$ cat config.mk
export PLATFORM = sky130hd
export DESIGN_NAME = clip_origin_stack_cursor_engine_unit
export DESIGN_NICKNAME = d
export VERILOG_FILES = /design/src/hdl/cosc_pkg.sv /design/src/hdl/cosc_ram.sv /design/src/hdl/cosc_tab_div.sv /design/src/hdl/clip_origin_stack_cursor_engine_unit.sv
export SDC_FILE = /design/constraint.sdc
export NUM_CORES = 2
export LEC_CHECK = 0
export ABC_AREA = 1
export BUFFER_PORTS_ARGS = -buffer_cell sky130_fd_sc_hd__buf_2
export CORE_ASPECT_RATIO = 2
export CORE_MARGIN = 1
export CORE_UTILIZATION = 45
export CTS_CLUSTER_SIZE = 12
export DETAILED_ROUTE_END_ITERATION = 8
export GPL_TIMING_DRIVEN = 0
export SLEW_MARGIN = 30
export SYNTH_ARGS = -nofsm -noshare
export SYNTH_HDL_FRONTEND = slang
export SYNTH_SLANG_ARGS = --single-unit
$ cat constraint.sdc
create_clock -name clk -period 7 [get_ports clk]
set_input_delay 0.35 -clock clk [delete_from_list [all_inputs] [get_ports clk]]
set_output_delay 0.35 -clock clk [all_outputs]
set_load 0.05 [all_outputs]
$ cat src/hdl/cosc_pkg.sv
`timescale 1ns / 1ps

package cosc_pkg;

  localparam int CLIP_DEPTH_DEF   = 16;
  localparam int ORIGIN_DEPTH_DEF = 16;

  localparam logic [11:0] SCREEN_WIDTH_RST  = 12'd80;
  localparam logic [11:0] SCREEN_HEIGHT_RST = 12'd25;
  localparam logic [7:0]  TAB_SPACING_RST   = 8'd8;
  localparam logic [7:0]  TAB_OFFSET_RST    = 8'd0;

  // remainder unit: 16 bit magnitude, 4 bits retired per cycle
  localparam int DIV_BITS   = 16;
  localparam int DIV_STEP   = 4;
  localparam int DIV_CYCLES = DIV_BITS / DIV_STEP;

  typedef enum logic [3:0] {
    OP_PUSH_CLIP   = 4'd0,
    OP_POP_CLIP    = 4'd1,
    OP_CLEAR_CLIP  = 4'd2,
    OP_PUSH_ORIGIN = 4'd3,
    OP_POP_ORIGIN  = 4'd4,
    OP_CLEAR_ORIGIN = 4'd5,
    OP_MOVE_TO     = 4'd6,
    OP_WRITE_SPAN  = 4'd7,
    OP_TAB         = 4'd8,
    OP_NEWLINE     = 4'd9
  } op_t;

  typedef enum logic [2:0] {
    ST_OK           = 3'd0,
    ST_CLIP_UNDER   = 3'd1,
    ST_ORIGIN_UNDER = 3'd2,
    ST_CLIP_FULL    = 3'd3,
    ST_ORIGIN_FULL  = 3'd4
  } status_t;

  typedef enum logic [1:0] {
    S_IDLE,
    S_PREP,
    S_TAB,
    S_CALC
  } state_t;

  typedef enum logic [1:0] {
    REG_SCREEN_WIDTH  = 2'd0,
    REG_SCREEN_HEIGHT = 2'd1,
    REG_TAB_SPACING   = 2'd2,
    REG_TAB_OFFSET    = 2'd3
  } reg_idx_t;

  typedef struct packed {
    logic        start;
    logic [15:0] magnitude;
    logic [7:0]  spacing;
  } tab_req_t;

  typedef struct packed {
    logic       done;
    logic [7:0] remainder;
  } tab_rsp_t;

  typedef struct packed {
    logic signed [15:0] start;
    logic [11:0]        len;
  } span_t;

  function automatic logic signed [15:0] sat16(input logic signed [17:0] v);
    logic signed [15:0] r;
    if (v > 18'sd32767) r = 16'sh7FFF;
    else if (v < -18'sd32768) r = 16'sh8000;
    else r = v[15:0];
    return r;
  endfunction

  // overlap of [s, s+n) with [s2, s2+n2): larger start, length or zero
  function automatic span_t overlap(input logic signed [15:0] s, input logic [11:0] n,
                                    input logic signed [15:0] s2, input logic [11:0] n2);
    logic signed [17:0] a;
    logic signed [17:0] e1;
    logic signed [17:0] e2;
    logic signed [17:0] e;
    span_t r;
    a  = (s > s2) ? 18'(s) : 18'(s2);
    e1 = 18'(s) + $signed({6'd0, n});
    e2 = 18'(s2) + $signed({6'd0, n2});
    e  = (e1 < e2) ? e1 : e2;
    r.start = a[15:0];
    r.len   = (e > a) ? 12'(e - a) : 12'd0;
    return r;
  endfunction

endpackage

$ cat src/hdl/cosc_ram.sv
`timescale 1ns / 1ps

module cosc_ram #(
  parameter int WIDTH = 8,
  parameter int DEPTH = 16,
  localparam int ADDR_W = (DEPTH > 1) ? $clog2(DEPTH) : 1
) (
  input  logic              clk,
  input  logic              we,
  input  logic [ADDR_W-1:0] waddr,
  input  logic [WIDTH-1:0]  wdata,
  input  logic [ADDR_W-1:0] raddr,
  output logic [WIDTH-1:0]  rdata
);

  logic [WIDTH-1:0] mem [DEPTH];

  always_ff @(posedge clk) begin
    if (we) begin
      mem[waddr] <= wdata;
    end
    rdata <= mem[raddr];
  end

endmodule

$ cat src/hdl/cosc_tab_div.sv
`timescale 1ns / 1ps

// Remainder of a 16 bit magnitude by the tab spacing, restoring form,
// DIV_STEP bits a cycle. Spacing zero counts as one.
module cosc_tab_div (
  input  logic               clk,
  input  logic               rst,
  input  cosc_pkg::tab_req_t req,
  output cosc_pkg::tab_rsp_t rsp
);

  localparam int CNT_W = (cosc_pkg::DIV_CYCLES > 1) ? $clog2(cosc_pkg::DIV_CYCLES) : 1;

  logic                               busy;
  logic                               done;
  logic [CNT_W-1:0]                   cnt;
  logic [7:0]                         rem;
  logic [7:0]                         dsr;
  logic [cosc_pkg::DIV_BITS-1:0]      dvd;
  logic [7:0]                         rem_step;
  logic [cosc_pkg::DIV_BITS-1:0]      dvd_step;

  always_comb begin
    logic [8:0] r9;
    rem_step = rem;
    dvd_step = dvd;
    for (int i = 0; i < cosc_pkg::DIV_STEP; i++) begin
      r9       = {rem_step, dvd_step[cosc_pkg::DIV_BITS-1]};
      dvd_step = {dvd_step[cosc_pkg::DIV_BITS-2:0], 1'b0};
      rem_step = (r9 >= {1'b0, dsr}) ? 8'(r9 - {1'b0, dsr}) : r9[7:0];
    end
  end

  always_ff @(posedge clk) begin
    if (rst) begin
      busy <= 1'b0;
      done <= 1'b0;
      cnt  <= '0;
    end else begin
      done <= 1'b0;
      if (req.start) begin
        busy <= 1'b1;
        cnt  <= '0;
      end else if (busy) begin
        cnt <= cnt + 1'b1;
        if (cnt == CNT_W'(cosc_pkg::DIV_CYCLES - 1)) begin
          busy <= 1'b0;
          done <= 1'b1;
        end
      end
    end
  end

  always_ff @(posedge clk) begin
    if (req.start) begin
      rem <= '0;
      dvd <= req.magnitude;
      dsr <= (req.spacing == 8'd0) ? 8'd1 : req.spacing;
    end else if (busy) begin
      rem <= rem_step;
      dvd <= dvd_step;
    end
  end

  assign rsp = '{done: done, remainder: rem};

endmodule

$ cat src/hdl/clip_origin_stack_cursor_engine_unit.sv
`timescale 1ns / 1ps

// Clip and origin stack cursor engine for a character-cell terminal. Commands
// arrive as single beats on the s_ side (operation in s_tuser); every command
// returns exactly one beat on the m_ side (status in m_tuser) carrying the
// skip and write counts of a span and the cursor after the command. One
// command is in flight at a time: an ordinary command passes through accept,
// stack read and compute, and its result is registered in the compute cycle;
// a tab waits between stack read and compute in the remainder unit, which
// retires 4 bits of |column - offset| a cycle and then flags completion. The
// clip and origin stacks live in two RAMs with a registered read; the entry
// on top is read as the command is accepted, and pushes write back in the
// compute cycle. A result that waits on m_tready holds the next command in
// its compute cycle; no clearing pass runs after reset. Configuration is on
// the APB port: screen width at 0x0, screen height at 0x4, tab spacing at
// 0x8, tab offset at 0xC.
module clip_origin_stack_cursor_engine_unit #(
  parameter int CLIP_DEPTH   = cosc_pkg::CLIP_DEPTH_DEF,
  parameter int ORIGIN_DEPTH = cosc_pkg::ORIGIN_DEPTH_DEF
) (
  input  logic        clk,
  input  logic        rst,
  // command stream
  input  logic        s_tvalid,
  output logic        s_tready,
  input  logic [55:0] s_tdata,  // row_value, column_value, extent_height, extent_width
  input  logic [3:0]  s_tuser,  // operation
  // result stream
  output logic        m_tvalid,
  input  logic        m_tready,
  output logic [55:0] m_tdata,  // skip_count, write_count, cursor_row_out, cursor_column_out
  output logic [2:0]  m_tuser,  // status
  // configuration
  input  logic        psel,
  input  logic        penable,
  input  logic        pwrite,
  input  logic [3:0]  paddr,
  input  logic [31:0] pwdata,
  output logic [31:0] prdata,
  output logic        pready
);

  localparam int CAW = (CLIP_DEPTH > 1) ? $clog2(CLIP_DEPTH) : 1;
  localparam int CCW = $clog2(CLIP_DEPTH + 1);
  localparam int OAW = (ORIGIN_DEPTH > 1) ? $clog2(ORIGIN_DEPTH) : 1;
  localparam int OCW = $clog2(ORIGIN_DEPTH + 1);

  // ---------------------------------------------------------------- config
  logic [11:0] screen_width;
  logic [11:0] screen_height;
  logic [7:0]  tab_spacing;
  logic [7:0]  tab_offset;

  assign pready = 1'b1;

  always_ff @(posedge clk) begin
    if (rst) begin
      screen_width  <= cosc_pkg::SCREEN_WIDTH_RST;
      screen_height <= cosc_pkg::SCREEN_HEIGHT_RST;
      tab_spacing   <= cosc_pkg::TAB_SPACING_RST;
      tab_offset    <= cosc_pkg::TAB_OFFSET_RST;
    end else if (psel && penable && pwrite && pready) begin
      unique case (cosc_pkg::reg_idx_t'(paddr[3:2]))
        cosc_pkg::REG_SCREEN_WIDTH:  screen_width  <= pwdata[11:0];
        cosc_pkg::REG_SCREEN_HEIGHT: screen_height <= pwdata[11:0];
        cosc_pkg::REG_TAB_SPACING:   tab_spacing   <= pwdata[7:0];
        cosc_pkg::REG_TAB_OFFSET:    tab_offset    <= pwdata[7:0];
        default: ;
      endcase
    end
  end

  always_comb begin
    unique case (cosc_pkg::reg_idx_t'(paddr[3:2]))
      cosc_pkg::REG_SCREEN_WIDTH:  prdata = {20'd0, screen_width};
      cosc_pkg::REG_SCREEN_HEIGHT: prdata = {20'd0, screen_height};
      cosc_pkg::REG_TAB_SPACING:   prdata = {24'd0, tab_spacing};
      cosc_pkg::REG_TAB_OFFSET:    prdata = {24'd0, tab_offset};
      default:                     prdata = '0;
    endcase
  end

  // ---------------------------------------------------------------- control
  cosc_pkg::state_t state, state_next;
  cosc_pkg::tab_req_t tab_req;
  cosc_pkg::tab_rsp_t tab_rsp;
  logic calc_fire;

  // command held for the whole operation
  cosc_pkg::op_t      op;
  logic signed [15:0] row_value;
  logic signed [15:0] column_value;
  logic [11:0]        extent_height;
  logic [11:0]        extent_width;

  // architectural state outside the RAMs
  logic [CCW-1:0]     clip_cnt;
  logic [OCW-1:0]     org_cnt;
  logic signed [15:0] cur_row;
  logic signed [15:0] cur_col;

  assign calc_fire = (state == cosc_pkg::S_CALC) && (!m_tvalid || m_tready);

  always_comb begin
    state_next = state;
    unique case (state)
      cosc_pkg::S_IDLE: if (s_tvalid) state_next = cosc_pkg::S_PREP;
      cosc_pkg::S_PREP: state_next = (op == cosc_pkg::OP_TAB) ? cosc_pkg::S_TAB
                                                               : cosc_pkg::S_CALC;
      cosc_pkg::S_TAB:  if (tab_rsp.done) state_next = cosc_pkg::S_CALC;
      cosc_pkg::S_CALC: if (calc_fire) state_next = cosc_pkg::S_IDLE;
      default:          state_next = cosc_pkg::S_IDLE;
    endcase
  end

  always_comb begin
    s_tready = (state == cosc_pkg::S_IDLE);
  end

  always_ff @(posedge clk) begin
    if (rst) begin
      state <= cosc_pkg::S_IDLE;
    end else begin
      state <= state_next;
    end
  end

  always_ff @(posedge clk) begin
    if (s_tvalid && s_tready) begin
      op            <= cosc_pkg::op_t'(s_tuser);
      row_value     <= s_tdata[15:0];
      column_value  <= s_tdata[31:16];
      extent_height <= s_tdata[43:32];
      extent_width  <= s_tdata[55:44];
    end
  end

  // ---------------------------------------------------------------- stacks
  // Read the top entry every cycle; the address follows the depth, which
  // only moves in the compute cycle, so the data is settled by the prep cycle.
  logic [CCW-1:0] clip_cnt_m1;
  logic [OCW-1:0] org_cnt_m1;
  logic [55:0]    clip_rd;
  logic [31:0]    org_rd;
  logic           clip_we;
  logic [55:0]    clip_wdata;
  logic           org_we;
  logic [31:0]    org_wdata;

  assign clip_cnt_m1 = clip_cnt - 1'b1;
  assign org_cnt_m1  = org_cnt - 1'b1;

  cosc_ram #(.WIDTH(56), .DEPTH(CLIP_DEPTH)) u_clip_ram (
    .clk   (clk),
    .we    (clip_we),
    .waddr (clip_cnt[CAW-1:0]),
    .wdata (clip_wdata),
    .raddr (clip_cnt_m1[CAW-1:0]),
    .rdata (clip_rd)
  );

  cosc_ram #(.WIDTH(32), .DEPTH(ORIGIN_DEPTH)) u_origin_ram (
    .clk   (clk),
    .we    (org_we),
    .waddr (org_cnt[OAW-1:0]),
    .wdata (org_wdata),
    .raddr (org_cnt_m1[OAW-1:0]),
    .rdata (org_rd)
  );

  // ---------------------------------------------------------------- prep
  // Empty origin stack means (0,0); empty clip stack means no extra clip.
  logic               have_clip;
  logic signed [15:0] top_row;
  logic signed [15:0] top_col;
  logic [11:0]        top_h;
  logic [11:0]        top_w;
  logic signed [15:0] o_row;
  logic signed [15:0] o_col;
  logic signed [16:0] tab_c;
  logic [16:0]        tab_mag;
  cosc_pkg::span_t    mask_r;
  cosc_pkg::span_t    mask_c;

  assign have_clip = (clip_cnt != '0);
  assign top_row   = clip_rd[15:0];
  assign top_col   = clip_rd[31:16];
  assign top_h     = clip_rd[43:32];
  assign top_w     = clip_rd[55:44];
  assign o_row     = (org_cnt != '0) ? $signed(org_rd[15:0]) : 16'sd0;
  assign o_col     = (org_cnt != '0) ? $signed(org_rd[31:16]) : 16'sd0;

  always_comb begin
    // screen rectangle clipped by the top of the stack
    if (have_clip) begin
      mask_r = cosc_pkg::overlap(16'sd0, screen_height, top_row, top_h);
      mask_c = cosc_pkg::overlap(16'sd0, screen_width, top_col, top_w);
    end else begin
      mask_r = '{start: 16'sd0, len: screen_height};
      mask_c = '{start: 16'sd0, len: screen_width};
    end
    tab_c   = 17'(cur_col) - $signed({9'd0, tab_offset});
    tab_mag = tab_c[16] ? 17'(-tab_c) : 17'(tab_c);
  end

  // start the remainder unit from the prep cycle of a tab
  assign tab_req = '{start:     (state == cosc_pkg::S_PREP) && (op == cosc_pkg::OP_TAB),
                     magnitude: tab_mag[15:0],
                     spacing:   tab_spacing};

  // held from the prep cycle into the compute cycle
  logic signed [15:0] pos_row;
  logic signed [15:0] pos_col;
  logic               have_clip_q;
  logic signed [15:0] tc_row;
  logic signed [15:0] tc_col;
  logic [11:0]        tc_h;
  logic [11:0]        tc_w;
  cosc_pkg::span_t    m_row;
  cosc_pkg::span_t    m_col;
  logic signed [15:0] o_col_q;
  logic               tab_neg;

  always_ff @(posedge clk) begin
    if (state == cosc_pkg::S_PREP) begin
      pos_row     <= cosc_pkg::sat16(18'(row_value) + 18'(o_row));
      pos_col     <= cosc_pkg::sat16(18'(column_value) + 18'(o_col));
      have_clip_q <= have_clip;
      tc_row      <= top_row;
      tc_col      <= top_col;
      tc_h        <= top_h;
      tc_w        <= top_w;
      m_row       <= mask_r;
      m_col       <= mask_c;
      o_col_q     <= o_col;
      tab_neg     <= tab_c[16];
    end
  end

  cosc_tab_div u_tab_div (
    .clk (clk),
    .rst (rst),
    .req (tab_req),
    .rsp (tab_rsp)
  );

  // ---------------------------------------------------------------- compute
  logic signed [15:0] cur_row_next;
  logic signed [15:0] cur_col_next;
  logic [CCW-1:0]     clip_cnt_next;
  logic [OCW-1:0]     org_cnt_next;
  cosc_pkg::status_t  status_next;
  logic [11:0]        skip_next;
  logic [11:0]        write_next;

  always_comb begin
    cosc_pkg::span_t    ir;
    cosc_pkg::span_t    ic;
    logic signed [17:0] ew;
    logic signed [17:0] left;
    logic signed [17:0] last;
    logic signed [17:0] edge_col;
    logic signed [17:0] right;
    logic signed [17:0] sp;
    logic signed [17:0] rem;
    logic signed [17:0] tab_t;
    logic               in_rows;
    logic               hit;

    ew       = $signed({6'd0, extent_width});
    sp       = $signed({10'd0, (tab_spacing == 8'd0) ? 8'd1 : tab_spacing});
    rem      = $signed({10'd0, tab_rsp.remainder});
    in_rows  = (cur_row >= m_row.start) &&
               (18'(cur_row) < 18'(m_row.start) + $signed({6'd0, m_row.len}));
    left     = (cur_col < m_col.start) ? 18'(m_col.start) - 18'(cur_col) : 18'sd0;
    last     = 18'(cur_col) + ew;
    edge_col = 18'(m_col.start) + $signed({6'd0, m_col.len});
    right    = (last > edge_col) ? last - edge_col : 18'sd0;
    hit      = (extent_width != 12'd0) && in_rows && (left < ew) && (right < ew - left);

    // tab stop from the remainder of |column - offset|
    if (!tab_neg) tab_t = 18'(cur_col) - rem + sp;
    else if (rem == 18'sd0) tab_t = 18'(cur_col) + sp;
    else tab_t = 18'(cur_col) + rem;

    if (have_clip_q) begin
      ir = cosc_pkg::overlap(pos_row, extent_height, tc_row, tc_h);
      ic = cosc_pkg::overlap(pos_col, extent_width, tc_col, tc_w);
    end else begin
      ir = '{start: pos_row, len: extent_height};
      ic = '{start: pos_col, len: extent_width};
    end

    cur_row_next  = cur_row;
    cur_col_next  = cur_col;
    clip_cnt_next = clip_cnt;
    org_cnt_next  = org_cnt;
    status_next   = cosc_pkg::ST_OK;
    skip_next     = 12'd0;
    write_next    = 12'd0;
    clip_we       = 1'b0;
    org_we        = 1'b0;
    clip_wdata    = {ic.len, ir.len, ic.start, ir.start};
    org_wdata     = {pos_col, pos_row};

    case (op)
      cosc_pkg::OP_PUSH_CLIP: begin
        if (clip_cnt == CCW'(CLIP_DEPTH)) begin
          status_next = cosc_pkg::ST_CLIP_FULL;
        end else begin
          clip_we       = calc_fire;
          clip_cnt_next = clip_cnt + 1'b1;
        end
      end
      cosc_pkg::OP_POP_CLIP: begin
        if (clip_cnt == '0) status_next = cosc_pkg::ST_CLIP_UNDER;
        else clip_cnt_next = clip_cnt_m1;
      end
      cosc_pkg::OP_CLEAR_CLIP: clip_cnt_next = '0;
      cosc_pkg::OP_PUSH_ORIGIN: begin
        if (org_cnt == OCW'(ORIGIN_DEPTH)) begin
          status_next = cosc_pkg::ST_ORIGIN_FULL;
        end else begin
          org_we       = calc_fire;
          org_cnt_next = org_cnt + 1'b1;
        end
      end
      cosc_pkg::OP_POP_ORIGIN: begin
        if (org_cnt == '0) status_next = cosc_pkg::ST_ORIGIN_UNDER;
        else org_cnt_next = org_cnt_m1;
      end
      cosc_pkg::OP_CLEAR_ORIGIN: org_cnt_next = '0;
      cosc_pkg::OP_MOVE_TO: begin
        cur_row_next = pos_row;
        cur_col_next = pos_col;
      end
      cosc_pkg::OP_WRITE_SPAN: begin
        if (extent_width != 12'd0) begin
          cur_col_next = cosc_pkg::sat16(18'(cur_col) + ew);
          if (hit) begin
            skip_next  = left[11:0];
            write_next = 12'(ew - left - right);
          end
        end
      end
      cosc_pkg::OP_TAB: cur_col_next = cosc_pkg::sat16(tab_t);
      cosc_pkg::OP_NEWLINE: begin
        cur_row_next = cosc_pkg::sat16(18'(cur_row) + 18'sd1);
        cur_col_next = o_col_q;
      end
      default: ;
    endcase
  end

  always_ff @(posedge clk) begin
    if (rst) begin
      clip_cnt <= '0;
      org_cnt  <= '0;
      cur_row  <= 16'sd0;
      cur_col  <= 16'sd0;
      m_tvalid <= 1'b0;
    end else begin
      if (calc_fire) begin
        clip_cnt <= clip_cnt_next;
        org_cnt  <= org_cnt_next;
        cur_row  <= cur_row_next;
        cur_col  <= cur_col_next;
        m_tvalid <= 1'b1;
      end else if (m_tready) begin
        m_tvalid <= 1'b0;
      end
    end
  end

  // result beat; negative cursor coordinates show as zero
  always_ff @(posedge clk) begin
    if (calc_fire) begin
      m_tuser <= status_next;
      m_tdata <= {2'b00,
                  cur_col_next[15] ? 15'd0 : cur_col_next[14:0],
                  cur_row_next[15] ? 15'd0 : cur_row_next[14:0],
                  write_next, skip_next};
    end
  end

endmodule

Word-level counts from Yosys, hierarchy flattened --
Memories as Yosys holds them, arrays and structs flattened. A register that Yosys moved wholly into a read port is not among the register bits. Cells that the tools add are included.
Operators by class: add/subtract/negate cells 35, $lt $le $gt $ge 32, equality and inequality tests 25, mux-type cells 72, bitwise gates (word level) 1, reduce and logical (&&, ||, !) cells 35
Operators with widths (number):
- 2-to-1 mux 16 bit | 14
- 2-to-1 mux 18 bit | 12
- adder 16 x 13 -> 17 bit | 9
- case mux 32 bit (4 select lines) | 1
- > comparator 18 bit | 4
- 2-to-1 mux 12 bit | 6
- > comparator 17 x 16 -> 1 bit (second input constant) | 4
- less-than comparator 17 x 16 -> 1 bit (second input constant) | 4
- case mux 16 bit (4 select lines) | 1
- subtractor 12 bit | 5
- 2-to-1 mux 28 bit | 2
- 2-to-1 mux 8 bit | 5
- >= comparator 9 x 8 -> 1 bit | 4
- adder 16 x 16 -> 17 bit | 2
- adder 16 x 9 -> 17 bit | 2
- less-than comparator 13 x 17 -> 1 bit | 2
- less-than comparator 17 bit | 2
- subtractor 16 x 9 -> 17 bit | 2
- > comparator 1 x 16 -> 1 bit (first input constant) | 2
- > comparator 16 bit | 2
- case mux 16 bit (2 select lines) | 1
- subtractor 8 bit | 4
- case mux 5 bit (3 select lines) | 2
- 2-to-1 mux 5 bit | 4
- 48 further kinds | 104
Word-level totals: flip-flop bits (word level) 400, RAM bits 1408, input port bits 103, output and inout bits 94, word-level logic and storage cells 240, memories 2
Memories:
- u_clip_ram.mem | depth 16, bits a word 56, rd ports 1, clocked after memory_dff 1, wr ports 1, line cosc_ram.sv:16 | logic [WIDTH-1:0] mem [DEPTH];
- u_origin_ram.mem | depth 16, bits a word 32, rd ports 1, clocked after memory_dff 1, wr ports 1, line cosc_ram.sv:16

Logic depth before layout (Yosys ltp) --
depth after elaboration 9, gate-level depth with buffers 46, mapped depth without buffers 44

By module --
Synthesis repeated with hierarchy kept, for this count alone.
Unflattened totals: cell total of the unflattened synthesis 11294, area total of the unflattened synthesis 102308.1 µm²
By module, submodules not included:
- cosc_ram (u_clip_ram) | times used 1, cells an instance 3690, area each 39726.9 µm², seq. area each 28026.9 µm²
- clip_origin_stack_cursor_engine_unit | times used 1, cells an instance 5013, area each 36373.6 µm², seq. area each 10079.7 µm²
- cosc_ram (u_origin_ram) | times used 1, cells an instance 2120, area each 22730.6 µm², seq. area each 16015.4 µm²
- cosc_tab_div | times used 1, cells an instance 471, area each 3477.1 µm², seq. area each 960.9 µm²

Worst setup path before layout --
No wires, ideal clock.
path kind flip-flop to flip-flop, start point register u_tab_div.dsr[1], end point register u_tab_div.rem[1], library setup time 0.113 ns, arrival 6.004 ns, data required time 6.887 ns, setup slack 0.883 ns, cell stages (with the launch flop) 44, buffers on the path 2, period minus slack after synthesis 6.117 ns, cell sequence edfxtp_1 > inv_1 > ha_1 > nand2_1 > nor2_1 > nand2_1 > nand3_2 > nand2_2 > nand2_2 > buf_6 > o21ai_0 > inv_1 > ha_1 > nand2_1 > o21ai_2 > nand4_1 > nand2_1 > nand2_1 > [8 not listed] > nand2_1 > nand3_1 > a211oi_2 > nand2_2 > nor2_4 > nand2_1 > nand2_1 > inv_1 > ha_1 > inv_1 > o311ai_0 > nand2_1 > nand3_1 > inv_1 > nand3_4 > nand2_1 > nand3_1 > nand2_1
Between the ends: word-level cells in the longest chain between the ends 8, elaborated cells on any way between the ends 12, those cells by class add/sub (4); order compare (4); mux (4)
Ends and longest elaborated chain:
- start, declared | line cosc_tab_div.sv:18 | logic [7:0] dsr;
- start signal, assigned | line cosc_tab_div.sv:58 | dsr <= (req.spacing == 8'd0) ? 8'd1 : req.spacing;
- subtractor 8 bit or >= comparator 9 x 8 -> 1 bit (tied branches) | line cosc_tab_div.sv:30 | rem_step = (r9 >= {1'b0, dsr}) ? 8'(r9 - {1'b0, dsr}) : r9[7:0];
- 2-to-1 mux 8 bit | line cosc_tab_div.sv:30
- subtractor 8 bit or >= comparator 9 x 8 -> 1 bit (tied branches) | line cosc_tab_div.sv:30
- 2-to-1 mux 8 bit | line cosc_tab_div.sv:30
- >= comparator 9 x 8 -> 1 bit or subtractor 8 bit (tied branches) | line cosc_tab_div.sv:30
- 2-to-1 mux 8 bit | line cosc_tab_div.sv:30
- subtractor 8 bit or >= comparator 9 x 8 -> 1 bit (tied branches) | line cosc_tab_div.sv:30
- 2-to-1 mux 8 bit * | line cosc_tab_div.sv:30
- end signal, assigned | line cosc_tab_div.sv:60 | rem <= rem_step;
- end, declared | line cosc_tab_div.sv:17 | logic [7:0] rem;
Mark *: on every way between the ends. The rest lies on a longest branch, timed or not. A chain may end at the register's enable or synchronous reset.

Worst setup path after layout --
start point register m_col[13] (netlist name), end point register m_tdata[11], data pin
Between the ends: word-level cells in the longest chain between the ends 6, elaborated cells on any way between the ends 13, those cells by class add/sub (4); order compare (4); mux (2); reduce/logical (3)
Ends and longest elaborated chain:
- start, declared | line clip_origin_stack_cursor_engine_unit.sv:220 | cosc_pkg::span_t m_col;
- start signal, assigned | line clip_origin_stack_cursor_engine_unit.sv:234 | m_col <= mask_c;
- subtractor 16 x 16 -> 17 bit (tied with other cells) | line clip_origin_stack_cursor_engine_unit.sv:275 | left = (cur_col < m_col.start) ? 18'(m_col.start) - 18'(cur_col) : 18'sd0;
- 2-to-1 mux 18 bit (tied with other cells) | line clip_origin_stack_cursor_engine_unit.sv:275
- subtractor 13 x 18 -> 18 bit (tied with other cells)
- less-than comparator 18 bit or logical AND 1 bit (tied branches) | line clip_origin_stack_cursor_engine_unit.sv:279 | hit = (extent_width != 12'd0) && in_rows && (left < ew) && (right < ew - left);
- logical AND 1 bit | line clip_origin_stack_cursor_engine_unit.sv:279
- AND reduction 3 bit (no line)
- end signal, assigned | line clip_origin_stack_cursor_engine_unit.sv:379 | m_tdata <= {2'b00,
- end, declared | line clip_origin_stack_cursor_engine_unit.sv:31 | output logic [55:0] m_tdata,
Several ways; a longest one is shown, not always the timed one.

==> results by group <==
Status
  • Status: finished, final reports clean

Pwr
  • Switching pwr: 25.6 mW
  • Clock network power share: 17.0%
  • Combinational fraction of design power: 53.7%
  • PD cells: 510 mW/mm2
  • Power, Total: 56.4 mW
  • Switching Fraction: 45.4%
  • VDD IR-drop max: 0.731 mV
  • Int Power: 30.8 mW
  • Leakage: 41.9 nW
  • Seq pwr share: 29.4%

STA
  • Worst slew pin tran: 1.15 ns
  • Setup TNS: 0 ns
  • Hold Fails Final Rpt: 0
  • Max-slew headroom at the worst pin: 23.2%
  • Final setup fails: 0
  • Peak Freq: 147 MHz
  • Max Slew Vio Count: 0
  • Unrepaired setup endpoints after global routing: true
  • Final worst path period share: 97.2%
  • Skew final: 0.0927 ns
  • Final min period: 6.80 ns

Floorplanning
  • Chip height: 652 um
  • Rows: 238
  • # IOs: 197
  • Core Region: 0.210 mm2
  • DIE AREA: 0.213 mm2
  • Initial Utilization: 45.3%
  • Die X: 327 um

Clock tree
  • CTS clk-pin slew, worst paths: 0.06 ns
  • Clk sinks: 1,896
  • CTS tree: done
  • Worst-Skew Late Latency: 0.91 ns
  • H-tree depth: 4
  • Num CTS Buffers: 191
  • Root buffer cell: clkbuf_16
  • Clock Path Buffers: 4

Yosys
  • Post-synth EDFFs: 1,711
  • Library cells used by synthesis: 72
  • Sequential-to-total area share from yosys stat: 57.9%
  • Post-synth ARST share: 0%
  • Area contributors post-synth: edfxtp_1 54%, ha_1 6.6%, nand2_1 5.2%
  • FF+latch count, synth: 1,896
  • Yosys top cell by area: edfxtp_1
  • Top_reg_cell synth: edfxtp_1
  • Yosys warns: 0
  • Post-Syn Area: 0.0952 mm2
  • Syn_area_per_cell: 10.5 um2
  • Share of the synthesized area in the top cell type: 54.0%
  • Cells after Synth: 9,096

Critical path
  • WS Path Type: reg -> reg
  • Critical Path AT: 7.48 ns
  • CP max stage delay: 0.56 ns
  • CP endpoint kind: flop
  • Reg2Reg Depth: 31
  • Critical-path maximum fanout: 10
  • Critical Path RT: 7.68 ns
  • Crit path max-delay cell type: edfxtp_1
  • CP Launch Type: flop

Global route
  • Vias in the first global route: 74,841
  • Initial antenna violation count: 11
  • First-pass GRT wire length: 504,000 um
  • Total track usage: 33.1%
  • GRT overflow: 0
  • Pin count of the biggest net entering global routing: 48

Finish
  • Filler cells: 18,769
  • Finished Layout Cells: 12,692
  • # nets final: 10,418
  • Layout cell share with drive strength beyond 1: 10.1%
  • Final core utilization: 52.6%
  • Area Growth Syn to Fin: 16.1%

Min path
  • Hold crit path type: in -> reg
  • Hold Path Stages: 4

Detailed routing
  • Drt pass-1 iters: 8
  • Via count: 73,750
  • First DRT Iteration DRCs: 6,423
  • DRT Wirelength: 358,000 um
  • Post-DR vias/cell: 5.81
  • Post-DRT Antenna Nets: 0
  • Detailed-route wire length per cell: 28.2 um
  • DRC violations left: 0

Place
  • DPL Wire Length: 278,000 um
  • Routability cong.: 0.993
  • Port-buffer cells: 150
  • DP Cell Count: 12,203

Job
  • Max-cap check violation count: 0
flip-flops by register name (all words and copies together) (netlist names), 28 cells and up:
name	cells
u_clip_ram.mem	896
m_col	28
u_clip_ram.rdata	56
u_origin_ram.rdata	32
m_row	28
m_tdata	54
u_origin_ram.mem	512
Yosys cell counts (20+ instances only):
library cell     n
a211oi_1        21
a21oi_1        447
buf_1           31
buf_2           47
buf_4           27
clkbuf_1       295
dfxtp_1        185
edfxtp_1      1711
fa_1            33
ha_1           499
inv_1          727
mux2i_1        206
nand2_1       1316
nand3_1        320
nand4_1         48
nor2_1        1103
nor2_2          31
nor3_1         128
nor4_1          21
o2111ai_1       27
o211ai_1        21
o21ai_0        941
o21bai_1        23
o221ai_1       131
o22ai_1        164
o31ai_1         20
o32ai_1         87
or2_2           20
xnor2_1         87
xor2_1         180
logic make-up (layout without fill, tap and decap cells):
kind of cell / after synthesis / after routing / synth area share [%]
AND/OR/NAND/NOR: 3038 / 3039 / 13.1
AO/OA/AOI/OAI: 2001 / 2001 / 12.3
other: 2 / 37 / 0.00789
buffers and inverters: 1152 / 1952 / 4.75
multiplexers: 206 / 206 / 2.17
XOR/XNOR: 269 / 269 / 2.49
flip-flops: 1896 / 1896 / 57.9
adder cells (fa/ha/maj): 532 / 532 / 7.26
through the flow:
step                      hold WS [ns]  cell area [um2]  setup WS (ns)
after floorplan                  0.412            95300          0.883
after global routing            0.0787           110000        -0.0795
final                           0.0499           111000          0.199
after detailed placement         0.434           103000          -1.14
after CTS                      0.00755           110000        0.00643
after global placement           0.435            99500          -4.96
cell type report:
cell class | instances | area (um2) | area share (%)
sequential | 1896 | 55100 | 49.9
timing repair buffer | 466 | 5260 | 4.76
buffer | 406 | 1780 | 1.61
inverter | 746 | 2840 | 2.57
multi-input combinational | 6076 | 36500 | 33.1
clock buffer | 318 | 5380 | 4.87
tap | 2760 | 3450 | 3.12
antenna | 8 | 20.0 | 0.0181
clock inverter | 16 | 131 | 0.119
critical path: cells and delay by family, from the launching register on:
family / cells / cell delay, ns
adder cells (fa/ha/maj): 3 / 1.17
flip-flops: 1 / 0.56
AO/OA/AOI/OAI: 8 / 1.54
AND/OR/NAND/NOR: 13 / 2.29
buffers and inverters: 5 / 0.68
XOR/XNOR: 2 / 0.36
path summary, 6_finish.rpt:
path                           startpoint                         to  slack, ns
max reg2reg       m_col[13]$_SDFFCE_PP0P_  m_tdata[11]$_SDFFCE_PN0P_       0.20
min reg2reg  u_clip_ram.rdata[51]$_DFF_P_          tc_w[7]$_DFFE_PP_       0.44
max               m_col[13]$_SDFFCE_PP0P_  m_tdata[11]$_SDFFCE_PN0P_       0.20
min                              s_tvalid      state[1]$_SDFFE_PP0P_       0.05
layout by cell type (no fill, tap or decap), drive strengths merged, types with 27 or more instances in the layout:
cell and instances:
nor2 1136, conb 29, xor2 182, o32ai 87
nand2 1330, nand4 48, a21oi 453, o22ai 164
mux2i 206, o2111ai 27, clkbuf 615, fa 33
dlygate4sd3 74, edfxtp 1711, nand3 325, dfxtp 185
buf 501, nor3 132, inv 744, o221ai 131
ha 499, o21ai 968, xnor2 87
power by group through the flow:
| stage | clock [mW] | sequential [mW] | combinational (mW) |
|---|---|---|---|
| 2_1_floorplan | 0 | 16.5 | 18.4 |
| 3_3_place_gp | 0 | 17.5 | 26.5 |
| 3_5_place_dp | 0 | 16.9 | 28.5 |
| 4_1_cts | 9.66 | 16.6 | 29.1 |
| 5_1_grt | 10.0 | 16.6 | 33.2 |
| 6_report | 9.57 | 16.5 | 30.3 |
metal layers:
metal	track usage (%)	share of wire, %	vias to the layer above
met4	29.9	11	4
met3	4.35	5.4	1279
met2	60.9	52	3175
met1	31.8	32	35642
li1	-	-	33650
met5	0	0.0073	-
what timing repair did:
item / CTS / global route
buffers inserted: 12 / 59
pin swaps: 2 / 20
hold endpoints to repair: 101 / 0
hold buffers: 74 / 0
gates cloned: 0 / 1
setup endpoints to repair: 347 / 416
gates resized for setup: 42 / 90
Note: power is estimated with default switching activity, not from simulation.
